## config.mk

```make
export PLATFORM = sky130hd
export DESIGN_NAME = debounced_pulse_statistics
export DESIGN_NICKNAME = d
export VERILOG_FILES = /design/src/rtl/dps_pkg.sv /design/src/rtl/dps_update.sv /design/src/rtl/debounced_pulse_statistics.sv
export SDC_FILE = /design/constraint.sdc
export NUM_CORES = 1
export LEC_CHECK = 0
export BUFFER_PORTS_ARGS = -buffer_cell sky130_fd_sc_hd__clkbuf_2
export CAP_MARGIN = 30
export CORE_ASPECT_RATIO = 1.5
export CORE_MARGIN = 3
export CORE_UTILIZATION = 60
export DETAILED_ROUTE_END_ITERATION = 8
export PLACE_DENSITY_LB_ADDON = 0.1
export REMOVE_ABC_BUFFERS = 1
export SYNTH_ARGS = -nofsm -noshare
export SYNTH_HDL_FRONTEND = slang
export SYNTH_SLANG_ARGS = --single-unit
```

## constraint.sdc

```tcl
create_clock -name clk_i -period 11.15 [get_ports clk_i]
set_clock_uncertainty 0.1 [all_clocks]
set_input_delay 2.23 -clock clk_i [delete_from_list [all_inputs] [get_ports clk_i]]
set_output_delay 2.23 -clock clk_i [all_outputs]
set_load 0.01 [all_outputs]
```

## src/rtl/dps_pkg.sv

```systemverilog
// ----------------------------------------------------------------------------
// Debounced pulse statistics package
// Shared types and constants for the per-channel pulse record logic.
// ----------------------------------------------------------------------------
package dps_pkg;

  localparam int unsigned NumChannels = 2;
  localparam int unsigned ChIdxW      = (NumChannels > 1) ? $clog2(NumChannels) : 1;

  localparam int unsigned SecW   = 32;
  localparam int unsigned TickW  = 10;
  localparam int unsigned CountW = 16;
  localparam int unsigned IntvW  = 16;

  localparam logic [SecW-1:0]   LongGapMask   = 32'hFFFF_FFC0;
  localparam logic [IntvW-1:0]  IntervalMax   = 16'hFFFF;
  localparam logic [CountW-1:0] CountMax      = 16'hFFFF;
  localparam logic [IntvW-1:0]  DebounceReset = 16'd128;

  localparam int unsigned InDataW  = 48;
  localparam int unsigned OutDataW = 120;

  typedef enum logic {
    OP_PULSE = 1'b0,
    OP_READ  = 1'b1
  } op_e;

  typedef struct packed {
    op_e             op;
    logic            channel;
    logic [SecW-1:0] epoch_seconds;
    logic [TickW-1:0] subsecond_ticks;
  } item_t;

  typedef struct packed {
    logic [CountW-1:0] count;
    logic [SecW-1:0]   first_seconds;
    logic [TickW-1:0]  first_ticks;
    logic [SecW-1:0]   last_seconds;
    logic [TickW-1:0]  last_ticks;
    logic [IntvW-1:0]  min_interval;
  } rec_t;

  typedef struct packed {
    logic accepted;
    logic has_data;
    rec_t rec;
  } result_t;

  typedef struct packed {
    logic rec_wr;
    logic pending_wr;
    logic pending;
  } upd_ctrl_t;

endpackage

```

## src/rtl/dps_update.sv

```systemverilog
// ----------------------------------------------------------------------------
// Pulse record update
// Works out the interval, the debounce decision and the new channel record.
// ----------------------------------------------------------------------------
module dps_update import dps_pkg::*; (
  input  item_t            item_i,
  input  logic             ch_ok_i,
  input  rec_t             rec_i,
  input  logic             pending_i,
  input  logic [IntvW-1:0] debounce_i,
  output rec_t             rec_o,
  output upd_ctrl_t        ctrl_o,
  output result_t          result_o
);

  logic [SecW-1:0]  dsec;
  logic [IntvW-1:0] interval;
  logic             pass;

  always_comb begin
    dsec = item_i.epoch_seconds - rec_i.last_seconds;
    if ((dsec & LongGapMask) == '0) begin
      interval = {dsec[IntvW-TickW-1:0], {TickW{1'b0}}}
               + IntvW'(item_i.subsecond_ticks) - IntvW'(rec_i.last_ticks);
    end else begin
      interval = IntervalMax;
    end
    pass = (interval >= debounce_i);
  end

  always_comb begin
    rec_o             = rec_i;
    ctrl_o            = '0;
    result_o          = '0;
    if (ch_ok_i) begin
      result_o.has_data = pending_i;
      unique case (item_i.op)
        OP_READ: begin
          ctrl_o.pending_wr = 1'b1;
          ctrl_o.pending    = 1'b0;
        end
        OP_PULSE: begin
          if (pass) begin
            ctrl_o.rec_wr       = 1'b1;
            ctrl_o.pending_wr   = 1'b1;
            ctrl_o.pending      = 1'b1;
            rec_o.last_seconds  = item_i.epoch_seconds;
            rec_o.last_ticks    = item_i.subsecond_ticks;
            if (!pending_i) begin
              rec_o.count         = CountW'(1);
              rec_o.first_seconds = item_i.epoch_seconds;
              rec_o.first_ticks   = item_i.subsecond_ticks;
              rec_o.min_interval  = interval;
            end else begin
              if (interval < rec_i.min_interval) begin
                rec_o.min_interval = interval;
              end
              if (rec_i.count != CountMax) begin
                rec_o.count = rec_i.count + CountW'(1);
              end
            end
          end
        end
        default: begin
          ctrl_o.pending_wr = 1'b0;
        end
      endcase
      result_o.accepted = (item_i.op == OP_PULSE) && pass;
      result_o.rec      = rec_o;
    end
  end

endmodule

```

## src/rtl/debounced_pulse_statistics.sv

```systemverilog
// ----------------------------------------------------------------------------
// Debounced pulse statistics
// Per-channel pulse counter with debounce, first and last timestamps and the
// smallest interval seen; a read returns the record and clears its flag.
// Each item waits in the input register, its result in the output register.
// Throughput: one item per cycle while the output is not stalled.
// Reset: all records and flags clear, the debounce threshold becomes 128.
// ----------------------------------------------------------------------------
module debounced_pulse_statistics import dps_pkg::*; (
  input  logic                clk_i,
  input  logic                rst_ni,
  input  logic                cfg_we_i,
  input  logic [IntvW-1:0]    cfg_wdata_i,
  input  logic                s_axis_tvalid,
  output logic                s_axis_tready,
  // seconds [31:0], ticks [41:32], zero fill [47:42]
  input  logic [InDataW-1:0]  s_axis_tdata,
  // op [0], channel [1]
  input  logic [1:0]          s_axis_tuser,
  output logic                m_axis_tvalid,
  input  logic                m_axis_tready,
  // count [15:0], first seconds [47:16], first ticks [57:48],
  // last seconds [89:58], last ticks [99:90], minimum interval [115:100],
  // zero fill [119:116]
  output logic [OutDataW-1:0] m_axis_tdata,
  // accepted [0], has data [1]
  output logic [1:0]          m_axis_tuser
);

  logic [IntvW-1:0]  debounce_q;
  logic              in_vld_q;
  item_t             item_q;
  logic              out_vld_q;
  result_t           res_q;
  rec_t              rec_q     [NumChannels];
  logic              pending_q [NumChannels];

  logic              adv;
  logic              ch_ok;
  logic [ChIdxW-1:0] ch_idx;
  rec_t              rec_d;
  upd_ctrl_t         ctrl;
  result_t           res_d;

  assign adv           = in_vld_q && (!out_vld_q || m_axis_tready);
  assign s_axis_tready = !in_vld_q || adv;
  assign ch_ok         = (int'(item_q.channel) < NumChannels);
  assign ch_idx        = ChIdxW'(item_q.channel);

  dps_update u_update (
    .item_i    (item_q),
    .ch_ok_i   (ch_ok),
    .rec_i     (rec_q[ch_idx]),
    .pending_i (pending_q[ch_idx]),
    .debounce_i(debounce_q),
    .rec_o     (rec_d),
    .ctrl_o    (ctrl),
    .result_o  (res_d)
  );

  always_ff @(posedge clk_i or negedge rst_ni) begin
    if (!rst_ni) begin
      debounce_q <= DebounceReset;
    end else if (cfg_we_i) begin
      debounce_q <= cfg_wdata_i;
    end
  end

  always_ff @(posedge clk_i or negedge rst_ni) begin
    if (!rst_ni) begin
      in_vld_q <= 1'b0;
    end else if (s_axis_tready) begin
      in_vld_q <= s_axis_tvalid;
    end
  end

  always_ff @(posedge clk_i) begin
    if (s_axis_tvalid && s_axis_tready) begin
      item_q.op              <= op_e'(s_axis_tuser[0]);
      item_q.channel         <= s_axis_tuser[1];
      item_q.epoch_seconds   <= s_axis_tdata[SecW-1:0];
      item_q.subsecond_ticks <= s_axis_tdata[SecW+TickW-1:SecW];
    end
  end

  always_ff @(posedge clk_i or negedge rst_ni) begin
    if (!rst_ni) begin
      out_vld_q <= 1'b0;
    end else if (!out_vld_q || m_axis_tready) begin
      out_vld_q <= in_vld_q;
    end
  end

  always_ff @(posedge clk_i) begin
    if (adv) begin
      res_q <= res_d;
    end
  end

  always_ff @(posedge clk_i or negedge rst_ni) begin
    if (!rst_ni) begin
      for (int i = 0; i < NumChannels; i++) begin
        rec_q[i]     <= '0;
        pending_q[i] <= 1'b0;
      end
    end else if (adv) begin
      if (ctrl.rec_wr) begin
        rec_q[ch_idx] <= rec_d;
      end
      if (ctrl.pending_wr) begin
        pending_q[ch_idx] <= ctrl.pending;
      end
    end
  end

  assign m_axis_tvalid = out_vld_q;
  assign m_axis_tuser  = {res_q.has_data, res_q.accepted};
  assign m_axis_tdata  = {4'b0000,
                          res_q.rec.min_interval,
                          res_q.rec.last_ticks,
                          res_q.rec.last_seconds,
                          res_q.rec.first_ticks,
                          res_q.rec.first_seconds,
                          res_q.rec.count};

  // An accepted pulse leaves unread data on its channel.
  assert property (@(posedge clk_i) disable iff (!rst_ni)
    adv && ctrl.rec_wr |=> pending_q[$past(ch_idx)])
    else $error("accepted pulse did not set the data flag");

  // A counted pulse is never reported with an empty count.
  assert property (@(posedge clk_i) disable iff (!rst_ni)
    m_axis_tvalid && m_axis_tuser[0] |-> m_axis_tdata[CountW-1:0] != '0)
    else $error("accepted pulse reported with zero count");

  // A stalled item stays in the input register.
  assert property (@(posedge clk_i) disable iff (!rst_ni)
    in_vld_q && !adv |=> in_vld_q && $stable(item_q))
    else $error("stalled item lost from the input register");

  // A read never touches the record itself.
  assert property (@(posedge clk_i) disable iff (!rst_ni)
    adv && item_q.op == OP_READ |-> !ctrl.rec_wr)
    else $error("read transfer modified the record");

endmodule

```

* After elaboration in Yosys (flattened, before gate mapping)
Index checks and enable logic that the tools add are counted.
** Storage, ports and cells
- Register bits after elaboration :: 414
- Latch bits :: 0
- RAM bits :: 0
- ROM bits :: 0
- Input port bits :: 71
- Memories :: 0
** Cells by class
- Add/subtract/negate cells :: 4
- Multipliers :: 0
- Divide/modulo/power cells :: 0
- Magnitude comparators :: 4
- Eq/ne operators :: 1
- Shift-type cells :: 0
- Multiplexer cells :: 23
- Bitwise logic cells :: 2
- Reduce and logical (&&, ||, !) cells :: 11
** Operators with widths (number)
- $mux 116 :: 6
- $bwmux 232 :: 1
- $demux 116 s1 :: 1
- $mux 16 :: 5
- $mux 42 :: 1
- $logic_not 32->1 :: 1
- $sub 32x32->32 :: 1
- $add 16x1->16 const B :: 1
- $add 16x10->16 :: 1
- $ge 16x16->1 :: 1
- $lt 16x16->1 :: 1
- $ne 16x16->1 const B :: 1
- $sub 16x10->16 :: 1
- $mux 1 :: 5
- $logic_and 1x1->1 :: 4
- $pmux 2 s2 :: 1
- $reduce_and 2->1 :: 2
- $mux 3 :: 1
- $bwmux 2 :: 1
- $ge 2x2->1 const B :: 1
- $logic_not 1->1 :: 2
- $logic_or 1x1->1 :: 2
- $lt 2x1->1 const B :: 1
- $not 1->2 :: 1
- 2 further kinds :: 2

* Longest topological paths before layout
Gate-level depths: netlist (run 1).
- Depth after elaboration :: 14
- Mapped depth :: 34
- Depth with buffers taken out :: 25

* Cells and area by module
Synthesis (run 1) repeated with hierarchy kept, for this count alone.
** Unflattened totals
- Cells, all modules :: 2045
- Area, all modules :: 23069.6 sq um
** By module, submodules not included
- debounced_pulse_statistics :: instances 1, cells an instance 839, area each 15621.2 sq um
- dps_update :: instances 1, cells an instance 1206, area each 7448.4 sq um

* Worst setup path after synthesis (run 1)
OpenSTA, ideal clock, no wires.
- Path type :: flip-flop to flip-flop
- Start :: reg item_q, in the netlist ch_idx
- End :: reg rec_q[0] (netlist name)
- Data arrival time :: 8.270 ns
- Setup slack :: 2.655 ns
- Stages on the path, launching flop included :: 32
- Path buffers :: 9
- Period minus slack after synthesis :: 8.495 ns
- Cells stage by stage :: edfxtp_1 > buf_2 > buf_1 > clkbuf_1 > clkbuf_1 > buf_1 > mux2i_1 > ha_1 > o21a_1 > or2_1 > o211a_1 > or3_1 > a2111o_1 > or4b_1 > or4_4 > nor2_1 > buf_2 > nand2_1 > ha_1 > and3_1 > a221o_1 > nand2_1 > nand3b_1 > a21o_1 > nand2_1 > clkbuf_1 > inv_1 > and3_1 > clkbuf_1 > clkbuf_1 > o21ai_1 > mux2_2
** Between the ends
- Word-level cells in the longest chain between the ends :: 14
- Elaborated cells on any way between the ends :: 27
** Ends and longest elaborated chain
- start: declaration :: line debounced_pulse_statistics.sv:32 : item_t item_q;
- $not 1->2 (not written as such) * :: line debounced_pulse_statistics.sv:53, debounced_pulse_statistics.sv:54, debounced_pulse_statistics.sv:108
- $mux 116 (not written as such) (3 in a row) :: line debounced_pulse_statistics.sv:53 : .rec_i (rec_q[ch_idx]),
- $sub 32x32->32 :: line dps_update.sv:21 : dsec = item_i.epoch_seconds - rec_i.last_seconds;
- $add 16x10->16 :: line dps_update.sv:24 : + IntvW'(item_i.subsecond_ticks) - IntvW'(rec_i.last_ticks);
- $sub 16x10->16 :: line dps_update.sv:24
- $mux 16 :: line dps_update.sv:22 : if ((dsec & LongGapMask) == '0) begin
- $lt 16x16->1 :: line dps_update.sv:55 : if (interval < rec_i.min_interval) begin
- $mux 16 :: line dps_update.sv:55
- $mux 16 :: line dps_update.sv:49 : if (!pending_i) begin
- $mux 116 :: line dps_update.sv:43 : if (pass) begin
- $mux 116 :: line dps_update.sv:37 : unique case (item_i.op)
- $bwmux 232 :: line debounced_pulse_statistics.sv:108 : rec_q[ch_idx] <= rec_d;
- end signal: indexed assignment :: line debounced_pulse_statistics.sv:108
- end: declaration :: line debounced_pulse_statistics.sv:35 : rec_t rec_q [NumChannels];
Mark *: on every way between the ends. The rest lies on a longest branch, timed or not. The select of a mux whose other input is x is not followed.
A chain may end at the register's enable or synchronous reset.

* Worst setup path after layout (run 1)
Same ends and word-level chain as after synthesis.

==> results.sh, run 1 <==
export IMPL_avgRoutedWirePerCell_um=20.3
export IMPL_pwr_share_comb_pct=38.0
export IMPL_async_reset_ff_share_pct=60.9
export IMPL_layout_utilization_pct=68.9
export IMPL_grt_start_max_net_pins=107
export IMPL_clock_power_share_pct=22.8
export IMPL_post_layout_nonfiller_instances=2431
export IMPL_worst_path_max_fanout=52
export IMPL_number_of_nets_in_the_final_layout=2129
export IMPL_final_period_minus_worst_setup_slack_ns=9.37
export IMPL_timing_hold_worst_start="rec_q[123]$_DFFE_PN0P_"
export IMPL_postRouteWirelength_mm=49.2
export IMPL_remaining_drc_errors=0
export IMPL_status="completed"
export IMPL_root_buffer="sky130_fd_sc_hd__clkbuf_16"
export IMPL_p_seq_share_pct=39.2
export IMPL_internal_power_mw=3.97
export IMPL_initial_core_util_pct=61.0
export IMPL_cts_root_to_sink_buffers=3
export IMPL_met2_usage_pct=48.1
export IMPL_min_delay_worst_endpoint="rec_q[123]$_DFFE_PN0P_"
export IMPL_cts_post_setup_buffers_inserted=0
export IMPL_clock_slew_at_the_register_clock_pins_of_the_worst_setup_and_hold_paths_ns=0.06
export IMPL_timing_final_hold_violations=0
export IMPL_row_count=83
export IMPL_worstReg2RegStart="ch_idx$_DFFE_PP_"
export IMPL_pre_cts_slack_ns=1.83
export IMPL_power_static_leakage_nw=10.2
export IMPL_synthesis_area_mm2=0.0209
export IMPL_placed_cells_incl_taps=2360
export IMPL_hp_class="reg2reg"
export IMPL_diodes=0
export IMPL_max_vdd_ir_drop_mv=0.153
export IMPL_detailedRoute_firstIterationViolations=944
export IMPL_numCtsBuffers=39
export IMPL_htree_levels=2
export IMPL_ys_flop_type="sky130_fd_sc_hd__dfrtp_1"
export IMPL_grt_usage_pct=26.7
export IMPL_finalMaxSlewViolations=0
export IMPL_top_usage_layer="met2"
export IMPL_r2r_setup_slack_ns=1.78
export IMPL_yosys_warnings=0
export IMPL_cts_hold_buffers=0
export IMPL_synth_seq_cells=414
export IMPL_groute_layer_met1_usage_pct=32.8
export IMPL_fin_tns_setup_ns=0
export IMPL_dieWidth_um=158
export IMPL_grt_antenna_before_repair=0
export IMPL_gr_total_overflow=0
export IMPL_timing_critical_path_arrival_ns=9.69
export IMPL_global_route_wire_length_before_repair_mm=79.2
export IMPL_worstSetupStartpointType="register"
export IMPL_setup_violations_final=0
export IMPL_r2r_worst_path_cells=25
export IMPL_syn_avg_cell_area_um2=11.6
export IMPL_yosys_cell_types_count=80
export IMPL_slew_headroom_pct=34.9
export IMPL_power_switching_share_pct=35.2
export IMPL_ant_nets=0
export IMPL_worstSetupPathType="reg2reg"
export IMPL_finalCritPeriodShare_pct=84.1
export IMPL_power_switching_mw=2.16
export IMPL_place_port_buffers=184
export IMPL_clock_insertion_delay_worst_skew_ns=0.53
export IMPL_pwr_density_cell_mw_per_mm2=259
export IMPL_drt_vias_per_instance=6.01
export IMPL_design_die_area_mm2=0.0372
export IMPL_hold_path_cell_count=2
export IMPL_post_synth_inst_count=1810
export IMPL_groute_layer_met3_usage_pct=2.47
export IMPL_ys_seq_area_share_pct=53.4
export IMPL_layout_area_growth_over_synthesis_pct=13.0
export IMPL_place_hpwl_mm=34.5
export IMPL_first_global_vias=15200
export IMPL_worstMarginPinSlew_ns=0.973
export IMPL_tritoncts_clock_tree="built"
export IMPL_design_portCount=195
export IMPL_maxCapViolations=0
export IMPL_cp_end_kind="register"
export IMPL_dr_pass1_iters=6
export IMPL_dpl_instance_area_mm2=0.0223
export IMPL_core_area_mm2=0.0343
export IMPL_fillCellCount=2572
export IMPL_clock_sinks=414
export IMPL_post_cts_resized_instances=0
export IMPL_finish_instance_area_mm2=0.0236
export IMPL_die_h_um=235
export IMPL_synth_edff_count=162
export IMPL_regToRegEndpoint="rec_q[0]$_DFFE_PN0P_"
export IMPL_whs_ns=0.375
export IMPL_final_layout_size_suffix_gt1_share_pct=25.4
export IMPL_rsz0062_at_grt="false"
export IMPL_setup_ws_ns=1.78
export IMPL_routabilityCongestion=0.897
export IMPL_worst_ep_required_time_ns=11.47
export IMPL_fmax_mhz=107
export IMPL_p_total_mw=6.13
export IMPL_vias=14600
-- flip-flops by register name (all words and copies together) (netlist names) --
register,flops
ch_idx,1
debounce_q,16
in_vld_q,1
item_q,43
m_axis_tdata,116
m_axis_tuser,2
m_axis_tvalid,1
pending_q,2
rec_q,232
-- layer usage --
layer	routed length, um	share of wire [%]
met5	0	0
met4	1920	3.9
met3	1400	2.8
met2	25800	52
met1	20100	41
-- worst max-delay path by stage --
stage	from	endpoint	slack (ns)	cells after the start
finish	ch_idx$_DFFE_PP_	rec_q[0]$_DFFE_PN0P_	1.78	25
floorplan	ch_idx$_DFFE_PP_	rec_q[0]$_DFFE_PN0P_	-2.87	24
CTS	ch_idx$_DFFE_PP_	rec_q[0]$_DFFE_PN0P_	1.78	25
global route	ch_idx$_DFFE_PP_	rec_q[66]$_DFFE_PN0P_	1.17	25
global placement	ch_idx$_DFFE_PP_	rec_q[10]$_DFFE_PN0P_	1.72	26
detailed placement	ch_idx$_DFFE_PP_	rec_q[10]$_DFFE_PN0P_	1.83	25
-- cell usage in the layout (no fill, tap or decap), types with 11 or more instances in the layout --
master,Yosys,layout
sky130_fd_sc_hd__mux2_2,206,206
sky130_fd_sc_hd__o31ai_1,13,13
sky130_fd_sc_hd__dfrtp_1,251,251
sky130_fd_sc_hd__ha_1,80,80
sky130_fd_sc_hd__nand2b_1,11,11
sky130_fd_sc_hd__clkbuf_16,0,42
sky130_fd_sc_hd__inv_1,43,43
sky130_fd_sc_hd__o21a_1,13,13
sky130_fd_sc_hd__a21o_1,24,24
sky130_fd_sc_hd__clkbuf_2,0,183
sky130_fd_sc_hd__clkinv_2,0,11
sky130_fd_sc_hd__nand2_1,175,174
sky130_fd_sc_hd__nand4_1,21,21
sky130_fd_sc_hd__mux2i_1,112,112
sky130_fd_sc_hd__xnor2_1,18,18
sky130_fd_sc_hd__a21oi_1,115,115
sky130_fd_sc_hd__nor3_1,25,25
sky130_fd_sc_hd__buf_4,4,19
sky130_fd_sc_hd__nand3_1,25,25
sky130_fd_sc_hd__nor2_1,102,101
sky130_fd_sc_hd__o21ai_0,134,134
sky130_fd_sc_hd__edfxtp_1,162,162
-- layout make-up --
class	instances	area [um^2]	area share [%]
clock buffer	47	1080	4.57
timing repair buffer	207	1150	4.86
inverter	43	161	0.683
tap	425	532	2.25
sequential	414	11200	47.3
multi-input combinational	1271	9260	39.2
clock inverter	24	272	1.15
-- power by group through the flow --
stage	Combinational, mW	Sequential [mW]	Clock (mW)
5_1_grt	2.59	2.46	1.48
2_1_floorplan	1.64	2.40	0
3_5_place_dp	2.31	2.42	0
6_report	2.33	2.40	1.40
3_3_place_gp	2.25	2.39	0
4_1_cts	2.33	2.40	1.43
-- synth_stat cells (all sizes together) (4+ instances only) --
| cell | n | area, um^2 |
|---|---|---|
| nor2b | 6 | 37.5 |
| or3b | 7 | 61.3 |
| nor3b | 9 | 67.6 |
| xor2 | 6 | 52.6 |
| nor4 | 8 | 56.3 |
| o211ai | 7 | 52.6 |
| a21oi | 119 | 611 |
| a21boi | 9 | 67.6 |
| o2111ai | 5 | 43.8 |
| nand3b | 6 | 45.0 |
| o31ai | 13 | 97.6 |
| xnor2 | 18 | 158 |
| nand3 | 25 | 125 |
| a31oi | 8 | 50.1 |
| nand4 | 21 | 131 |
| dfrtp | 251 | 6280 |
| buf | 23 | 115 |
| nor2 | 102 | 383 |
| mux2i | 112 | 1120 |
| and2 | 12 | 75.1 |
| o21a | 13 | 97.6 |
| clkbuf | 62 | 233 |
| nand2b | 11 | 68.8 |
| or2 | 8 | 50.1 |
| nor3 | 26 | 135 |
| a211oi | 10 | 75.1 |
| or3 | 10 | 63.8 |
| o21bai | 6 | 45.0 |
| nand2 | 175 | 657 |
| o21ai | 137 | 686 |
| and3 | 12 | 75.1 |
| ha | 80 | 1000 |
| or4 | 4 | 33.8 |
| inv | 43 | 161 |
| a21o | 25 | 189 |
| mux2 | 206 | 2320 |
| edfxtp | 162 | 4860 |
-- logic make-up after synthesis --
group                    after synthesis  synth area share [%]
buffers and inverters                128                  2.44
multiplexers                         318                  16.5
AND/OR/NAND/NOR                      452                  10.3
AO/OA/AOI/OAI                        391                  11.4
adder cells (fa/ha/maj)               82                  4.98
other                                  1                0.0179
flip-flops                           414                  53.4
XOR/XNOR                              24                  1.01
-- worst max-delay path, cell delays in order, from the launching register on --
cell	delay (ns)
sky130_fd_sc_hd__edfxtp_1	0.77
sky130_fd_sc_hd__buf_4	0.38
sky130_fd_sc_hd__mux2_2	0.38
sky130_fd_sc_hd__ha_1	0.22
sky130_fd_sc_hd__fa_1	0.40
sky130_fd_sc_hd__nand2b_1	0.21
sky130_fd_sc_hd__a21o_1	0.25
sky130_fd_sc_hd__a21oi_2	0.23
sky130_fd_sc_hd__o21bai_1	0.12
sky130_fd_sc_hd__and3_1	0.20
sky130_fd_sc_hd__a2111o_1	0.41
sky130_fd_sc_hd__or4b_1	0.53
sky130_fd_sc_hd__or4_4	0.59
sky130_fd_sc_hd__nor2_1	0.77
sky130_fd_sc_hd__nand2_1	0.22
sky130_fd_sc_hd__ha_1	0.37
sky130_fd_sc_hd__and3_1	0.17
sky130_fd_sc_hd__a221o_1	0.16
sky130_fd_sc_hd__nand2_1	0.07
sky130_fd_sc_hd__nand3b_1	0.09
sky130_fd_sc_hd__a21o_1	0.18
sky130_fd_sc_hd__nand2_2	0.07
sky130_fd_sc_hd__inv_1	0.56
sky130_fd_sc_hd__and3_4	0.83
sky130_fd_sc_hd__o21ai_1	0.53
sky130_fd_sc_hd__mux2_2	0.41
(Power assumes the default switching activity.)
==> run 2, diff against run 1 <==
Settings changed: CORE_UTILIZATION 60 to 54.
Clock period 11.15 ns to 8.4 ns, I/O delays scaled along.
==> run 2 against run 1 <==
Sequential power increased by 32%. Worst setup slack worse by 1.3 ns. Flip-flop and latch count unchanged. Register-to-register slack worse by 1.3 ns. Via count increased by 0.49%. Total power increased by 33%. Maximum frequency increased by 18%. Hold slack lost 0.0031 ns. Global-route usage decreased by 1.9 points. Cell area rose by 0.67%. Highest routed layer unchanged.
==> results.sh, run 2 (synthesis gave the netlist of run 1 again) <==
export IMPL_worstSetupPathType="reg2reg"
export IMPL_place_port_buffers=184
export IMPL_cp_end_kind="register"
export IMPL_row_count=87
export IMPL_crit_path_start="ch_idx$_DFFE_PP_"
export IMPL_gr_total_overflow=0
export IMPL_critPathSlowestCell="sky130_fd_sc_hd__edfxtp_1"
export IMPL_seqCellArea_mm2=0.0112
export IMPL_drt_vias_per_instance=5.86
export IMPL_slew_headroom_pct=34.8
export IMPL_timing_hold_worst_start="rec_q[217]$_DFFE_PN0P_"
export IMPL_worstReg2RegStart="ch_idx$_DFFE_PP_"
export IMPL_core_area_mm2=0.0379
export IMPL_timing_critical_path_max_delay_family="compound AO/OA/AOI/OAI gates"
export IMPL_diodes=0
export IMPL_first_global_vias=15000
export IMPL_root_buffer="sky130_fd_sc_hd__clkbuf_16"
export IMPL_cts_root_to_sink_buffers=3
export IMPL_layout_cells_most_common_list="sky130_fd_sc_hd__dfrtp_1 (251), sky130_fd_sc_hd__mux2_2 (206), sky130_fd_sc_hd__clkbuf_2 (183)"
export IMPL_clock_slew_at_the_register_clock_pins_of_the_worst_setup_and_hold_paths_ns=0.06
export IMPL_fillCellCount=3046
export IMPL_finalCritPeriodShare_pct=94.7
export IMPL_layout_area_growth_over_synthesis_pct=13.8
export IMPL_pwr_density_cell_mw_per_mm2=342
export IMPL_path_buf_inv=4
export IMPL_number_of_nets_in_the_final_layout=2138
export IMPL_max_vdd_ir_drop_mv=0.214
export IMPL_ant_nets=0
export IMPL_final_common_cell="sky130_fd_sc_hd__dfrtp_1"
export IMPL_clock_insertion_delay_worst_skew_ns=0.56
export IMPL_whs_ns=0.372
export IMPL_remaining_drc_errors=0
export IMPL_power_static_leakage_nw=10.2
export IMPL_avgRoutedWirePerCell_um=20.4
export IMPL_post_layout_nonfiller_instances=2506
export IMPL_final_period_minus_worst_setup_slack_ns=7.95
export IMPL_routabilityCongestion=0.915
export IMPL_fmax_mhz=126
export IMPL_multi_input_comb_area_mm2=0.00927
export IMPL_finish_instance_area_mm2=0.0238
export IMPL_design_portCount=195
export IMPL_worstMarginPinSlew_ns=0.978
export IMPL_setup_violations_final=0
export IMPL_vias=14700
export IMPL_grt_usage_pct=24.8
export IMPL_status="completed"
export IMPL_postRouteWirelength_mm=51.2
export IMPL_clock_sinks=414
export IMPL_dieWidth_um=167
export IMPL_place_hpwl_mm=35.7
export IMPL_detailedRoute_firstIterationViolations=858
export IMPL_finalMaxSlewViolations=0
export IMPL_dr_pass1_iters=5
export IMPL_p_total_mw=8.13
export IMPL_placed_cells_incl_taps=2431
export IMPL_numCtsBuffers=41
export IMPL_worst_path_max_fanout=30
export IMPL_hp_class="reg2reg"
export IMPL_rsz0062_at_grt="false"
export IMPL_largest_register_ffs=232
export IMPL_design_die_area_mm2=0.0412
export IMPL_top_register="rec_q"
export IMPL_tritoncts_clock_tree="built"
export IMPL_timing_final_hold_violations=0
export IMPL_htree_levels=2
export IMPL_maxCapViolations=0
export IMPL_worst_ep_required_time_ns=8.72
export IMPL_slowest_delay_ns=0.65
export IMPL_timing_critical_path_arrival_ns=8.28
export IMPL_global_route_wire_length_before_repair_mm=81.3
export IMPL_dpl_instance_area_mm2=0.0224
export IMPL_final_layout_size_suffix_gt1_share_pct=25.6
export IMPL_grt_antenna_before_repair=0
export IMPL_grt_start_max_net_pins=165
export IMPL_die_h_um=247
export IMPL_initial_core_util_pct=55.2
export IMPL_worstSetupStartpointType="register"
run 2: cell types whose count changed in the layout (fill, tap and decap cells not counted), moves of 2 or more:
| cell | previous run | this run |
|---|---|---|
| sky130_fd_sc_hd__clkbuf_1 | 4 | 16 |
| sky130_fd_sc_hd__clkbuf_8 | 1 | 5 |
| sky130_fd_sc_hd__buf_4 | 19 | 22 |
| sky130_fd_sc_hd__clkinvlp_4 | 0 | 3 |
| sky130_fd_sc_hd__clkinv_2 | 11 | 3 |
| sky130_fd_sc_hd__bufinv_16 | 6 | 3 |
| sky130_fd_sc_hd__inv_6 | 0 | 2 |
| sky130_fd_sc_hd__buf_12 | 1 | 7 |
| sky130_fd_sc_hd__clkinv_1 | 5 | 0 |
run 2: what timing repair did:
item | 4_1_cts | 5_1_grt
setup buffers | 0 | 0
setup endpoints to repair | 0 | 13
hold buffers | 0 | 0
gates resized for setup | 0 | 4
run 2: metal layers:
layer / GRT usage [%] / share of wire [%] / vias up / wire, um
li1: - / - / 6997 / -
met1: 30.1 / 41 / 7270 / 20900
met2: 46.3 / 53 / 331 / 27100
met3: 2.77 / 3.3 / 96 / 1700
met4: 7.70 / 2.9 / 0 / 1510
met5: 0 / 0 / - / 0
run 2: stage by stage:
step	utilization, %	TNS, ns	setup slack, ns
2_1_floorplan	-	-1458.42	-5.62
3_3_place_gp	59.3	0	0.503
3_5_place_dp	59.3	0	0.518
4_1_cts	62.7	0	0.436
5_1_grt	62.8	0	0.000528
6_report	62.8	0	0.445
run 2: area by class of cell:
| class | instances | share of cell area, % |
|---|---|---|
| clock inverters | 13 | 0.684 |
| well taps | 489 | 2.57 |
| flip-flops and latches | 414 | 47.0 |
| multi-input cells | 1271 | 39.0 |
| clock buffers | 62 | 4.86 |
| inverters | 43 | 0.679 |
| repair buffers | 214 | 5.25 |
run 2: report_power, final:
| group | internal [mW] | total [mW] | switching (mW) |
|---|---|---|---|
| clock network | 1.05 | 1.81 | 0.761 |
| registers | 2.85 | 3.17 | 0.323 |
| logic | 1.33 | 3.15 | 1.83 |
run 2: worst paths after layout:
kind / endpoint / slack (ns) / cells past startpoint
setup / recovery: rec_q[128]$_DFFE_PN0P_ / 0.45 / 26
hold / removal: rec_q[217]$_DFFE_PN0P_ / 0.37 / 2
min in group asynchronous: rec_q[58]$_DFFE_PN0P_ / 1.02 / 1
setup reg to reg: rec_q[128]$_DFFE_PN0P_ / 0.45 / 26
hold reg to reg: rec_q[217]$_DFFE_PN0P_ / 0.37 / 2
max in group asynchronous: rec_q[96]$_DFFE_PN0P_ / 5.78 / 2
run 2: tightest hold or removal path: cells and delay by family, from the launching register on:
kind / cells / cell delay, ns
compound gates: 1 / 0.05
simple gates: 1 / 0.05
flops: 1 / 0.34
==> run 3, diff against run 2 <==
==> constraint.sdc (replaced) <==
create_clock -name clk_i -period 8.4 [get_ports clk_i]
set_clock_uncertainty 0.1 [all_clocks]
set_input_delay 0.84 -clock clk_i [delete_from_list [all_inputs] [get_ports clk_i]]
set_output_delay 0.84 -clock clk_i [all_outputs]
set_load 0.01 [all_outputs]
==> run 3 against run 2 <==
Count of clock-buffer cells in the layout fell by 7. Combinational power about the same. Final cell count barely moved. First-iteration DRC count down 11%. Clock power fell by 8%. Maximum frequency increased by 0.44%. Routed wire length grew 0.66%. Largest power group unchanged. Highest routed layer unchanged.
==> results.sh, run 3 (synthesis gave the netlist of run 1 again) <==
export IMPL_rsz0062_at_grt="false"
export IMPL_vias=14800
export IMPL_slowest_delay_ns=0.62
export IMPL_initial_core_util_pct=55.2
export IMPL_post_layout_nonfiller_instances=2507
export IMPL_power_switching_share_pct=36.2
export IMPL_tritoncts_clock_tree="built"
export IMPL_postRouteWirelength_mm=51.6
export IMPL_first_global_vias=15000
export IMPL_cp_num_cells=28
export IMPL_diodes=0
export IMPL_critical_path_endpoint="rec_q[105]$_DFFE_PN0P_"
export IMPL_slew_headroom_pct=45.4
export IMPL_number_of_nets_in_the_final_layout=2142
export IMPL_core_area_mm2=0.0379
export IMPL_gr_total_overflow=0
export IMPL_numCtsBuffers=39
export IMPL_cp_common_cell="sky130_fd_sc_hd__buf_4"
export IMPL_dieWidth_um=167
export IMPL_root_buffer="sky130_fd_sc_hd__clkbuf_16"
export IMPL_place_port_buffers=184
export IMPL_largest_register_ffs=232
export IMPL_crit_path_start="ch_idx$_DFFE_PP_"
export IMPL_top_register="rec_q"
export IMPL_clock_sinks=414
export IMPL_layout_cells_most_common_list="sky130_fd_sc_hd__dfrtp_1 (251), sky130_fd_sc_hd__mux2_2 (206), sky130_fd_sc_hd__clkbuf_2 (183)"
export IMPL_detailedRoute_firstIterationViolations=767
export IMPL_pwr_density_cell_mw_per_mm2=338
export IMPL_die_h_um=247
export IMPL_internal_power_mw=5.10
export IMPL_r2r_worst_path_cells=28
export IMPL_finalCritPeriodShare_pct=94.3
export IMPL_remaining_drc_errors=0
export IMPL_ant_nets=0
export IMPL_cp_end_kind="register"
export IMPL_htree_levels=2
export IMPL_clock_power_share_pct=20.9
export IMPL_hp_class="in2async"
export IMPL_max_vdd_ir_drop_mv=0.222
export IMPL_setup_ws_ns=0.480
export IMPL_grt_start_max_net_pins=100
export IMPL_clock_slew_at_the_register_clock_pins_of_the_worst_setup_and_hold_paths_ns=0.06
export IMPL_final_common_cell="sky130_fd_sc_hd__dfrtp_1"
export IMPL_pre_cts_slack_ns=0.472
export IMPL_layout_area_growth_over_synthesis_pct=13.3
export IMPL_pwr_share_comb_pct=39.5
export IMPL_cts_root_to_sink_buffers=3
export IMPL_power_static_leakage_nw=10.2
export IMPL_finalMaxSlewViolations=0
export IMPL_clock_insertion_delay_worst_skew_ns=0.54
export IMPL_timing_critical_path_arrival_ns=8.27
export IMPL_final_layout_size_suffix_gt1_share_pct=25.9
export IMPL_place_hpwl_mm=36.2
export IMPL_power_switching_mw=2.90
export IMPL_p_total_mw=8.00
export IMPL_global_route_wire_length_before_repair_mm=81.2
export IMPL_maxCapViolations=0
export IMPL_r2r_setup_slack_ns=0.48
export IMPL_grt_antenna_before_repair=0
export IMPL_row_count=87
export IMPL_routabilityCongestion=0.912
export IMPL_worst_path_max_fanout=40
export IMPL_placed_cells_incl_taps=2436
export IMPL_worstSetupPathType="reg2reg"
export IMPL_regToRegEndpoint="rec_q[105]$_DFFE_PN0P_"
export IMPL_final_period_minus_worst_setup_slack_ns=7.92
export IMPL_layout_utilization_pct=62.5
export IMPL_status="completed"
export IMPL_worstReg2RegStart="ch_idx$_DFFE_PP_"
export IMPL_drt_vias_per_instance=5.89
export IMPL_avgRoutedWirePerCell_um=20.6
export IMPL_critPathSlowestCell="sky130_fd_sc_hd__edfxtp_1"
export IMPL_p_seq_share_pct=39.7
export IMPL_timing_critical_path_max_delay_family="simple AND/OR/NAND/NOR gates"
export IMPL_design_portCount=195
export IMPL_grt_usage_pct=24.7
export IMPL_worstMarginPinSlew_ns=0.818
export IMPL_path_buf_inv=5
export IMPL_fmax_mhz=126
export IMPL_cts_post_setup_buffers_inserted=0
export IMPL_dr_pass1_iters=5
export IMPL_worst_ep_required_time_ns=8.75
export IMPL_design_die_area_mm2=0.0412
export IMPL_worstSetupStartpointType="register"
export IMPL_setup_violations_final=0
export IMPL_timing_final_hold_violations=0
==> run 3: cell count changes in the layout (fill, tap and decap cells not counted), moves of 2 or more <==
cell	change
sky130_fd_sc_hd__clkinv_1	+4
sky130_fd_sc_hd__clkbuf_8	+2
sky130_fd_sc_hd__bufinv_16	-3
sky130_fd_sc_hd__clkinvlp_4	-2
sky130_fd_sc_hd__clkbuf_16	-2
sky130_fd_sc_hd__buf_12	-4
sky130_fd_sc_hd__clkbuf_1	-7
sky130_fd_sc_hd__clkinv_2	+4
sky130_fd_sc_hd__buf_4	+8
==> run 3: timing repair <==
item,4_1_cts,5_1_grt
resized for setup,0,6
hold buffers,0,0
setup endpoints to repair,0,74
==> run 3: metrics by stage <==
| stage | setup TNS, ns | instance area [um^2] | hold slack (ns) |
|---|---|---|---|
| 2_1_floorplan | -1458.42 | 20600 | 0.340 |
| 3_3_place_gp | 0 | 22400 | 0.357 |
| 3_5_place_dp | 0 | 22400 | 0.365 |
| 4_1_cts | 0 | 23600 | 0.134 |
| 5_1_grt | 0 | 23700 | 0.156 |
| 6_report | 0 | 23700 | 0.121 |
==> run 3: area by class of cell <==
| cell class | instances | area (um^2) |
|---|---|---|
| repair buffers | 220 | 1270 |
| multi-input cells | 1271 | 9280 |
| fillers | 3138 | 14200 |
| clock inverters | 15 | 83.8 |
| inverters | 43 | 161 |
| well taps | 489 | 612 |
| flip-flops and latches | 414 | 11200 |
| clock buffers | 55 | 1110 |
==> run 3: worst min-delay path by stage <==
stage               cells past startpoint                     end                   start
finish                                  1  rec_q[174]$_DFFE_PN0P_                  rst_ni
global route                            1  rec_q[174]$_DFFE_PN0P_                  rst_ni
CTS                                     1   rec_q[58]$_DFFE_PN0P_                  rst_ni
detailed placement                      2  rec_q[228]$_DFFE_PN0P_  rec_q[228]$_DFFE_PN0P_
global placement                        2  rec_q[100]$_DFFE_PN0P_  rec_q[100]$_DFFE_PN0P_
floorplan                               2  rec_q[112]$_DFFE_PN0P_  rec_q[112]$_DFFE_PN0P_
==> run 3: per-layer routing <==
layer,wire [um],track usage [%]
met1,21000,30.3
met2,27200,45.7
met3,1790,2.75
met4,1620,8.16
met5,0,0
==> run 3: power by group through the flow <==
stage                     logic (mW)  registers [mW]  clock network, mW
after floorplan                 2.18            3.19                  0
after global placement          3.08            3.17                  0
after detailed placement        3.13            3.21                  0
after CTS                       3.15            3.17               1.71
after global routing            3.49            3.25               1.79
final                           3.16            3.18               1.67
